**src/hw/rtl/mml_pkg.sv**
```systemverilog
// Shared types, token kind codes and character classes of the token lexer.
package mml_pkg;

  localparam int unsigned POSITION_BITS_DEF = 16;
  localparam int unsigned NUM_SLOTS         = 3;

  // Token kind codes
  localparam logic [4:0] K_INT    = 5'd0;
  localparam logic [4:0] K_IDENT  = 5'd1;
  localparam logic [4:0] K_PLUS   = 5'd2;
  localparam logic [4:0] K_MINUS  = 5'd3;
  localparam logic [4:0] K_SLASH  = 5'd4;
  localparam logic [4:0] K_STAR   = 5'd5;
  localparam logic [4:0] K_EQUAL  = 5'd6;
  localparam logic [4:0] K_LPAREN = 5'd7;
  localparam logic [4:0] K_RPAREN = 5'd8;
  localparam logic [4:0] K_SEMI   = 5'd9;
  localparam logic [4:0] K_COMMA  = 5'd10;
  localparam logic [4:0] K_COLON  = 5'd11;
  localparam logic [4:0] K_LBRACK = 5'd12;
  localparam logic [4:0] K_RBRACK = 5'd13;
  localparam logic [4:0] K_QUOTE  = 5'd14;
  localparam logic [4:0] K_AT     = 5'd15;
  localparam logic [4:0] K_HASH   = 5'd16;
  localparam logic [4:0] K_QMARK  = 5'd17;
  localparam logic [4:0] K_PIPE   = 5'd18;
  localparam logic [4:0] K_DOLLAR = 5'd19;
  localparam logic [4:0] K_CARET  = 5'd20;
  localparam logic [4:0] K_DCOLON = 5'd21;
  localparam logic [4:0] K_PIPEQ  = 5'd22;
  localparam logic [4:0] K_END    = 5'd23;
  localparam logic [4:0] K_ERROR  = 5'd24;
  localparam logic [4:0] K_SKIP   = 5'd30;
  localparam logic [4:0] K_NONE   = 5'd31;

  localparam logic [7:0] CH_COLON   = 8'h3A;
  localparam logic [7:0] CH_QUOTE   = 8'h27;
  localparam logic [7:0] CH_NEWLINE = 8'h0A;

  typedef struct packed {
    logic [4:0]  kind;
    logic [15:0] start;
    logic [15:0] len;
    logic [15:0] line;
    logic [15:0] col;
    logic        last;
  } res_t;

  // Results caused by one input word, slot 0 first
  typedef struct packed {
    res_t [NUM_SLOTS-1:0] slot;
    logic [1:0]           cnt;
  } bundle_t;

  typedef struct packed {
    logic failed;
    logic pend_valid;
  } core_stat_t;

  function automatic logic is_digit(input logic [7:0] b);
    return (b >= 8'h30) && (b <= 8'h39);
  endfunction

  function automatic logic is_alpha(input logic [7:0] b);
    return ((b >= 8'h61) && (b <= 8'h7A)) || ((b >= 8'h41) && (b <= 8'h5A)) ||
           (b == 8'h5F);
  endfunction

  // Kind that a byte opens; K_SKIP for blanks, K_ERROR when nothing matches
  function automatic logic [4:0] start_kind(input logic [7:0] b);
    logic [4:0] k;
    if (is_digit(b)) begin
      k = K_INT;
    end else if (is_alpha(b)) begin
      k = K_IDENT;
    end else begin
      case (b)
        8'h2B:   k = K_PLUS;    // +
        8'h2D:   k = K_MINUS;   // -
        8'h2F:   k = K_SLASH;   // /
        8'h2A:   k = K_STAR;    // *
        8'h3D:   k = K_EQUAL;   // =
        8'h28:   k = K_LPAREN;  // (
        8'h29:   k = K_RPAREN;  // )
        8'h3B:   k = K_SEMI;    // ;
        8'h2C:   k = K_COMMA;   // ,
        8'h3A:   k = K_COLON;   // :
        8'h5B:   k = K_LBRACK;  // [
        8'h5D:   k = K_RBRACK;  // ]
        8'h27:   k = K_QUOTE;   // '
        8'h40:   k = K_AT;      // @
        8'h23:   k = K_HASH;    // #
        8'h3F:   k = K_QMARK;   // ?
        8'h7C:   k = K_PIPE;    // |
        8'h24:   k = K_DOLLAR;  // $
        8'h5E:   k = K_CARET;   // ^
        8'h20, 8'h09, 8'h0A: k = K_SKIP;
        default: k = K_ERROR;
      endcase
    end
    return k;
  endfunction

endpackage

```
**src/hw/rtl/mml_core.sv**
```systemverilog
// Lexer state registers and the per-byte longest-match decision.
module mml_core #(
  parameter int unsigned POSITION_BITS = mml_pkg::POSITION_BITS_DEF
) (
  input  logic                 clk,
  input  logic                 rst_n,
  input  logic                 adv,
  input  logic [7:0]           text_byte,
  input  logic                 is_last,
  output mml_pkg::bundle_t     bundle,
  output mml_pkg::core_stat_t  stat
);
  import mml_pkg::*;

  localparam int unsigned P = POSITION_BITS;
  localparam logic [P-1:0] POS_MAX = '1;
  localparam logic [P-1:0] POS_ONE = P'(1);

  logic [4:0]   pkind_r, pkind_nxt;
  logic [P-1:0] pstart_r, pstart_nxt;
  logic [P-1:0] plen_r, plen_nxt;
  logic [P-1:0] pline_r, pline_nxt;
  logic [P-1:0] pcol_r, pcol_nxt;
  logic [P-1:0] offs_r, offs_nxt;
  logic [P-1:0] line_r, line_nxt;
  logic [P-1:0] lstart_r, lstart_nxt;
  logic         failed_r, failed_nxt;

  logic         clr;
  logic         err_hit;
  logic         ext;
  logic [4:0]   k;
  logic [P-1:0] colnow;
  logic [1:0]   n;

  function automatic logic [P-1:0] sat_inc(input logic [P-1:0] v);
    return (v == POS_MAX) ? v : v + POS_ONE;
  endfunction

  function automatic logic [15:0] to_out(input logic [P-1:0] v);
    logic [31:0] w;
    w = 32'(v);
    return w[15:0];
  endfunction

  function automatic res_t mk(input logic [4:0] kind, input logic [P-1:0] start,
                              input logic [P-1:0] len, input logic [P-1:0] line,
                              input logic [P-1:0] col, input logic last);
    res_t r;
    r.kind  = kind;
    r.start = to_out(start);
    r.len   = to_out(len);
    r.line  = to_out(line);
    r.col   = to_out(col);
    r.last  = last;
    return r;
  endfunction

  always_comb begin
    pkind_nxt  = pkind_r;
    pstart_nxt = pstart_r;
    plen_nxt   = plen_r;
    pline_nxt  = pline_r;
    pcol_nxt   = pcol_r;
    offs_nxt   = offs_r;
    line_nxt   = line_r;
    lstart_nxt = lstart_r;
    failed_nxt = failed_r;
    clr        = 1'b0;
    err_hit    = 1'b0;
    n          = 2'd0;
    bundle     = '0;
    k          = start_kind(text_byte);
    colnow     = sat_inc(offs_r - lstart_r);
    ext = ((pkind_r == K_INT) && is_digit(text_byte)) ||
          ((pkind_r == K_IDENT) && (is_alpha(text_byte) || is_digit(text_byte))) ||
          ((pkind_r == K_COLON) && (text_byte == CH_COLON)) ||
          ((pkind_r == K_PIPE) && (text_byte == CH_QUOTE));

    if (failed_r) begin
      // drop everything until the last byte, then start over
      clr = is_last;
    end else begin
      if (ext) begin
        plen_nxt = sat_inc(plen_r);
        if (pkind_r == K_COLON) begin
          pkind_nxt = K_DCOLON;
        end else if (pkind_r == K_PIPE) begin
          pkind_nxt = K_PIPEQ;
        end
      end else begin
        if (pkind_r != K_NONE) begin
          bundle.slot[n] = mk(pkind_r, pstart_r, plen_r, pline_r, pcol_r, 1'b0);
          n = n + 2'd1;
        end
        pkind_nxt = K_NONE;
        if (k == K_ERROR) begin
          bundle.slot[n] = mk(K_ERROR, offs_r, POS_ONE, line_r, colnow, 1'b1);
          n = n + 2'd1;
          err_hit = 1'b1;
          if (is_last) begin
            clr = 1'b1;
          end else begin
            failed_nxt = 1'b1;
          end
        end else if (k == K_SKIP) begin
          if (text_byte == CH_NEWLINE) begin
            line_nxt   = sat_inc(line_r);
            lstart_nxt = sat_inc(offs_r);
          end
        end else begin
          pkind_nxt  = k;
          pstart_nxt = offs_r;
          plen_nxt   = POS_ONE;
          pline_nxt  = line_r;
          pcol_nxt   = colnow;
        end
      end

      if (!err_hit) begin
        offs_nxt = sat_inc(offs_r);
        if (is_last) begin
          if (pkind_nxt != K_NONE) begin
            bundle.slot[n] = mk(pkind_nxt, pstart_nxt, plen_nxt, pline_nxt, pcol_nxt,
                                1'b0);
            n = n + 2'd1;
          end
          bundle.slot[n] = mk(K_END, offs_nxt, '0, line_nxt, offs_nxt - lstart_nxt,
                              1'b1);
          n = n + 2'd1;
          clr = 1'b1;
        end
      end
    end
    bundle.cnt = n;
  end

  always_ff @(posedge clk) begin
    if (!rst_n || (adv && clr)) begin
      pkind_r  <= K_NONE;
      pstart_r <= '0;
      plen_r   <= '0;
      pline_r  <= POS_ONE;
      pcol_r   <= POS_ONE;
      offs_r   <= '0;
      line_r   <= POS_ONE;
      lstart_r <= '0;
      failed_r <= 1'b0;
    end else if (adv) begin
      pkind_r  <= pkind_nxt;
      pstart_r <= pstart_nxt;
      plen_r   <= plen_nxt;
      pline_r  <= pline_nxt;
      pcol_r   <= pcol_nxt;
      offs_r   <= offs_nxt;
      line_r   <= line_nxt;
      lstart_r <= lstart_nxt;
      failed_r <= failed_nxt;
    end
  end

  assign stat.failed     = failed_r;
  assign stat.pend_valid = (pkind_r != K_NONE);

endmodule

```
**src/hw/rtl/mml_outq.sv**
```systemverilog
// Result buffer: holds the results of one word and hands them out in order.
module mml_outq (
  input  logic                clk,
  input  logic                rst_n,
  input  logic                load,
  input  mml_pkg::bundle_t    bundle,
  output logic                free,
  output logic                out_valid,
  input  logic                out_stall,
  output mml_pkg::res_t       head
);
  import mml_pkg::*;

  res_t [NUM_SLOTS-1:0] slot_r;
  logic [1:0]           rem_r;
  logic                 pop;

  assign out_valid = (rem_r != 2'd0);
  assign pop       = out_valid && !out_stall;
  assign free      = (rem_r == 2'd0) || ((rem_r == 2'd1) && pop);
  assign head      = slot_r[0];

  // payload: load a fresh set or advance by one
  always_ff @(posedge clk) begin
    if (load) begin
      slot_r <= bundle.slot;
    end else if (pop) begin
      slot_r[0] <= slot_r[1];
      slot_r[1] <= slot_r[2];
    end
  end

  always_ff @(posedge clk) begin
    if (!rst_n) begin
      rem_r <= 2'd0;
    end else if (load) begin
      rem_r <= bundle.cnt;
    end else if (pop) begin
      rem_r <= rem_r - 2'd1;
    end
  end

endmodule

```
**src/hw/rtl/maximal_munch_token_lexer.sv**
```systemverilog
// Top level of the maximal-munch token lexer: input register, lexer core, result buffer.
//
// The lexer takes one byte of text per word and splits the text into tokens by
// longest match: digit runs, identifiers, single-character operators and the
// two-byte tokens "::" and "|'". Blanks and newlines produce no word; each kept
// token leaves with kind, start offset, length, line and column once the next byte
// shows it cannot grow. A byte that starts no token flushes the pending token and
// produces an error word with last_result set; later bytes are dropped up to the
// one marked is_last, which returns the lexer to its reset state. The last byte
// otherwise flushes the pending token and adds an end marker. Positions saturate
// at 2^POSITION_BITS-1 and leave as their low 16 bits. Timing: an input word is
// captured in the input register and decided there by the combinational core, and
// its results are loaded into the result buffer when the held byte advances; the
// first result is shown from that buffer. The lexer takes one byte every cycle as
// long as results drain as fast as they come; a byte produces at most three results
// (on the last byte). The held byte advances into the three-entry result buffer only
// when that buffer is empty or its final word is taken in the same cycle, so a byte
// with several results stalls the input until its final result is being taken,
// and any stall on the result port stalls the input as well.
module maximal_munch_token_lexer #(
  parameter int unsigned POSITION_BITS = mml_pkg::POSITION_BITS_DEF
) (
  input  logic        clk,
  input  logic        rst_n,
  input  logic        in_valid,
  output logic        in_stall,
  input  logic [7:0]  in_text_byte,
  input  logic        in_is_last,
  output logic        out_valid,
  input  logic        out_stall,
  output logic [4:0]  out_token_kind,
  output logic [15:0] out_start_offset,
  output logic [15:0] out_token_length,
  output logic [15:0] out_line_number,
  output logic [15:0] out_column_number,
  output logic        out_last_result
);
  import mml_pkg::*;

  // input register
  logic       st_v_r;
  logic [7:0] st_byte_r;
  logic       st_last_r;

  logic       q_free;
  logic       adv;
  bundle_t    bundle;
  core_stat_t stat;
  res_t       head;

  // advance the held byte only when the buffer can take all its results
  assign adv      = st_v_r && q_free;
  assign in_stall = st_v_r && !q_free;

  always_ff @(posedge clk) begin
    if (!rst_n) begin
      st_v_r <= 1'b0;
    end else if (!in_stall) begin
      st_v_r <= in_valid;
    end
  end

  // hold payload while stalled
  always_ff @(posedge clk) begin
    if (!in_stall) begin
      st_byte_r <= in_text_byte;
      st_last_r <= in_is_last;
    end
  end

  mml_core #(
    .POSITION_BITS(POSITION_BITS)
  ) u_core (
    .clk       (clk),
    .rst_n     (rst_n),
    .adv       (adv),
    .text_byte (st_byte_r),
    .is_last   (st_last_r),
    .bundle    (bundle),
    .stat      (stat)
  );

  mml_outq u_outq (
    .clk       (clk),
    .rst_n     (rst_n),
    .load      (adv),
    .bundle    (bundle),
    .free      (q_free),
    .out_valid (out_valid),
    .out_stall (out_stall),
    .head      (head)
  );

  assign out_token_kind    = head.kind;
  assign out_start_offset  = head.start;
  assign out_line_number   = head.line;
  assign out_token_length  = head.len;
  assign out_column_number = head.col;
  assign out_last_result   = head.last;

  // a byte taken while in the failed state yields nothing
  a_failed_silent: assert property (@(posedge clk) disable iff (!rst_n)
    (adv && stat.failed) |=> !out_valid)
    else $error("result produced while dropping bytes after an error");

  // an end marker has zero length and closes the text
  a_end_shape: assert property (@(posedge clk) disable iff (!rst_n)
    (out_valid && (out_token_kind == K_END)) |-> (out_token_length == 16'd0) &&
                                                  out_last_result)
    else $error("malformed end marker");

  // an error result covers one byte and closes the text
  a_err_shape: assert property (@(posedge clk) disable iff (!rst_n)
    (out_valid && (out_token_kind == K_ERROR)) |-> (out_token_length == 16'd1) &&
                                                    out_last_result)
    else $error("malformed error result");

  // a pending token never survives the last byte
  a_last_clears: assert property (@(posedge clk) disable iff (!rst_n)
    (adv && st_last_r) |=> !stat.pend_valid && !stat.failed)
    else $error("lexer state not cleared after last byte");

endmodule
```
**config.mk**
```make
export PLATFORM = sky130hd
export DESIGN_NAME = maximal_munch_token_lexer
export DESIGN_NICKNAME = d
export VERILOG_FILES = /design/src/hw/rtl/mml_pkg.sv /design/src/hw/rtl/mml_core.sv /design/src/hw/rtl/mml_outq.sv /design/src/hw/rtl/maximal_munch_token_lexer.sv
export SDC_FILE = /design/constraint.sdc
export NUM_CORES = 1
export LEC_CHECK = 0
export ABC_AREA = 1
export BUFFER_PORTS_ARGS = -buffer_cell sky130_fd_sc_hd__buf_4
export CORE_ASPECT_RATIO = 1.5
export CORE_MARGIN = 5
export CORE_UTILIZATION = 34
export CTS_CLUSTER_DIAMETER = 100
export CTS_CLUSTER_SIZE = 12
export DETAILED_ROUTE_END_ITERATION = 10
export SYNTH_ARGS = -nofsm -noshare
export SYNTH_HDL_FRONTEND = slang
export SYNTH_SLANG_ARGS = --single-unit
```
**constraint.sdc**
```tcl
create_clock -name clk -period 22.5 [get_ports clk]
set_clock_uncertainty 0.2 [all_clocks]
set_input_delay 2.25 -clock clk [delete_from_list [all_inputs] [get_ports clk]]
set_output_delay 2.25 -clock clk [all_outputs]
set_load 0.05 [all_outputs]
```
==> results_dict.tcl <==
set metrics [dict create \
    vias 21590 \
    grt_start_max_net_pins 145 \
    p_per_area_nw_per_um2 169.0 \
    synth_seq_cells 340 \
    min_period_ns 7.879 \
    grt_use_total_pct 21.71 \
    cp-startpoint "st_byte_r[4]" \
    path_clk_slew_ns 0.07 \
    r2r_cells 27 \
    hp-class "reg2reg" \
    peakVddDrop_mv 0.09371 \
    critPathLaunchType "flip-flop" \
    yosys-top-cells-area "edfxtp_1 (29%), nand2_1 (18%), dfxtp_1 (11%), inv_1 (5.7%), o21ai_0 (4.6%)" \
    grt_antenna_before_repair 1 \
    postCtsSetupBuffers 0 \
    cts_hold_buf 0 \
    utilization_pct 36.80 \
    synthDistinctLibCells 55 \
    rsz0062_at_grt "false" \
    area_growth_pct 7.671 \
    ys_warn_count 0 \
    max-cap-violations 0 \
    leakage_nw 10.89 \
    portBuffers 84 \
    fp-row-count 116 \
    clock.fmax_mhz 126.9 \
    globalRouteOverflowTotal 0 \
    synthFlopType "edfxtp_1" \
    setup_tns_ns 0 \
    hold_path_depth 2 \
    worstSkewPairLatency_ns 0.56 \
    htree_levels 2 \
    die_w_um 221.3 \
    drc_errors 0 \
    synth_area_um2 22770 \
    die-area_um2 72350 \
    cts_made_buffers 34 \
    core_area_um2 66620 \
    end_kind "flip-flop" \
    synth_fp_nets 3284 \
    gp_congestion 0.9384 \
    slew_headroom_pct 19.35 \
    drive_above_1_share_pct 8.389 \
    synth-edff-count 219 \
    synthCells 3227 \
    grt_pass1_vias 20770 \
    avgSynthCellArea_um2 7.056 \
    synth-seq-area-share_pct 39.52 \
    slew_violations 0 \
    dp_hpwl_mm 54.43 \
    drt_wl_total_mm 82.29 \
    dr.pass1.iters 6 \
    setup_violations 0 \
    initial_utilization_pct 34.18 \
    reg2reg_from "st_byte_r[4]" \
    nNetsFinal 3203 \
    viasPerCell 5.324 \
    min_from "u_core.pline_r[0]" \
    dr.first_iter.drc_count 1909 \
    drtAntennaViolNets 0 \
    io-pin-count 85 \
    synth_area_leader_cell "edfxtp_1" \
    synth.top_cell.area_share_pct 28.88 \
    critPathSlowestCell "nand2_1" \
    grt_pass1_wl_mm 124.0 \
    async_flop_share_pct 0 \
    cts_sinks 340 \
    cts_tree "built" \
    cp_slowest_stage_delay_ns 1.05 \
    status "complete, no violations" \
    insertedDiodeCount 0 \
    fin_crit_sh_pct 35.02 \
    ctsResizeCount 0 \
    cts.path.max_buffers 3 \
    crit_fanout 33 \
    worstPathArrival_ns 7.97 \
    hold_viol 0 \
    cts_root_buf "clkbuf_16" \
    tightest_slew_ns 1.207 \
    worstPathRequired_ns 22.59 \
    criticalPathCategory "reg2reg" \
    holdWs_ns 0.2815 \
    die_height_um 327.0 \
    avgRoutedWirePerCell_um 20.29 \
]
==> cells in the final DEF (no fill, tap or decap), types with 35 or more instances in the layout <==
cell type     n
nand2_1    1071
a21oi_1     208
nor2_1      145
clkbuf_16    35
xor2_1       35
ha_1         41
inv_1       345
edfxtp_1    219
nand4_1      43
buf_4       110
o22ai_1      69
dfxtp_1     121
o21ai_0     208
o21ai_1      62
nand3_1     180
o211ai_1     42
==> where the power goes <==
part	internal (mW)	leakage (nW)	switching, mW
logic	0.653	7.32	1.91
registers	0.915	3.10	0.105
clock network	0.293	0.469	0.263
==> sequential cells by signal (all words and copies together) (netlist names), 8 cells and up <==
name	flops
u_outq.slot_r	140
u_outq.head	70
u_core.line_r	16
u_core.lstart_r	16
u_core.offs_r	16
u_core.pcol_r	16
u_core.plen_r	16
u_core.pline_r	16
u_core.pstart_r	16
st_byte_r	8
==> metrics by stage <==
stage          worst slack, ns  power (mW)  std cells  instance area, um2
2_1_floorplan            9.082       2.853       3227               22770
3_3_place_gp             14.87       3.551       3995               23530
3_5_place_dp             14.65       3.559       3995               23530
4_1_cts                  14.62       4.121       4056               24520
5_1_grt                  14.05       4.403       4056               24520
6_report                 14.62       4.143       4056               24520
==> cells by family after synthesis <==
logic type,synth area share [%]
AND/OR/NAND/NOR,28.20
adder cells (fa/ha/maj),2.484
AO/OA/AOI/OAI,16.41
XOR/XNOR,1.615
buffers and inverters,11.77
flip-flops,39.52
==> area by class of cell <==
cell class / instances / area, um2
inverters: 381 / 1433
repair buffers: 111 / 845.8
multi-input cells: 2278 / 11150
clock buffers: 59 / 965.9
flip-flops and latches: 340 / 8999
fillers: 7125 / 42100
well taps: 885 / 1107
clock inverters: 2 / 17.52
==> worst max-delay path, delay by kind of cell, from the launching register on <==
kind / cells / cell delay (ns)
adders and majority gates: 3 / 0.77
buffers and inverters: 8 / 1.69
and+or+nand+nor: 14 / 3.98
DFF: 1 / 0.42
AOI/OAI and AO/OA: 2 / 0.54
==> final timing paths <==
kind | end | slack [ns]
worst max register to register | u_outq.head[38] | 14.62
worst max-delay path | u_outq.head[38] | 14.62
worst min-delay path | u_core.pline_r[0] | 0.28
worst min register to register | u_core.pline_r[0] | 0.28
==> synth_stat cells, types with 6 or more instances <==
| cell type | n |
|---|---|
| a21oi_1 | 208 |
| buf_1 | 10 |
| buf_2 | 27 |
| buf_4 | 80 |
| buf_6 | 8 |
| clkbuf_1 | 103 |
| dfxtp_1 | 121 |
| edfxtp_1 | 219 |
| ha_1 | 42 |
| inv_1 | 347 |
| inv_2 | 32 |
| nand2_1 | 1072 |
| nand2_2 | 9 |
| nand3_1 | 180 |
| nand3_2 | 8 |
| nand4_1 | 43 |
| nor2_1 | 147 |
| nor2_2 | 10 |
| nor2_4 | 8 |
| nor3_1 | 26 |
| o211ai_1 | 42 |
| o21a_1 | 6 |
| o21ai_0 | 209 |
| o21ai_1 | 63 |
| o21ai_2 | 29 |
| o22ai_1 | 69 |
| o31ai_1 | 8 |
| xnor2_1 | 7 |
| xor2_1 | 35 |
==> metal layers <==
metal  share of wire (%)  wire length [um]  GRT usage, %
met2                  50             41010         39.44
met4                 7.7              6300         14.35
met5               0.016                13             0
met1                  36             29880         23.57
met3                 6.2              5084         2.797
Note: power is estimated with default switching activity, not from simulation.
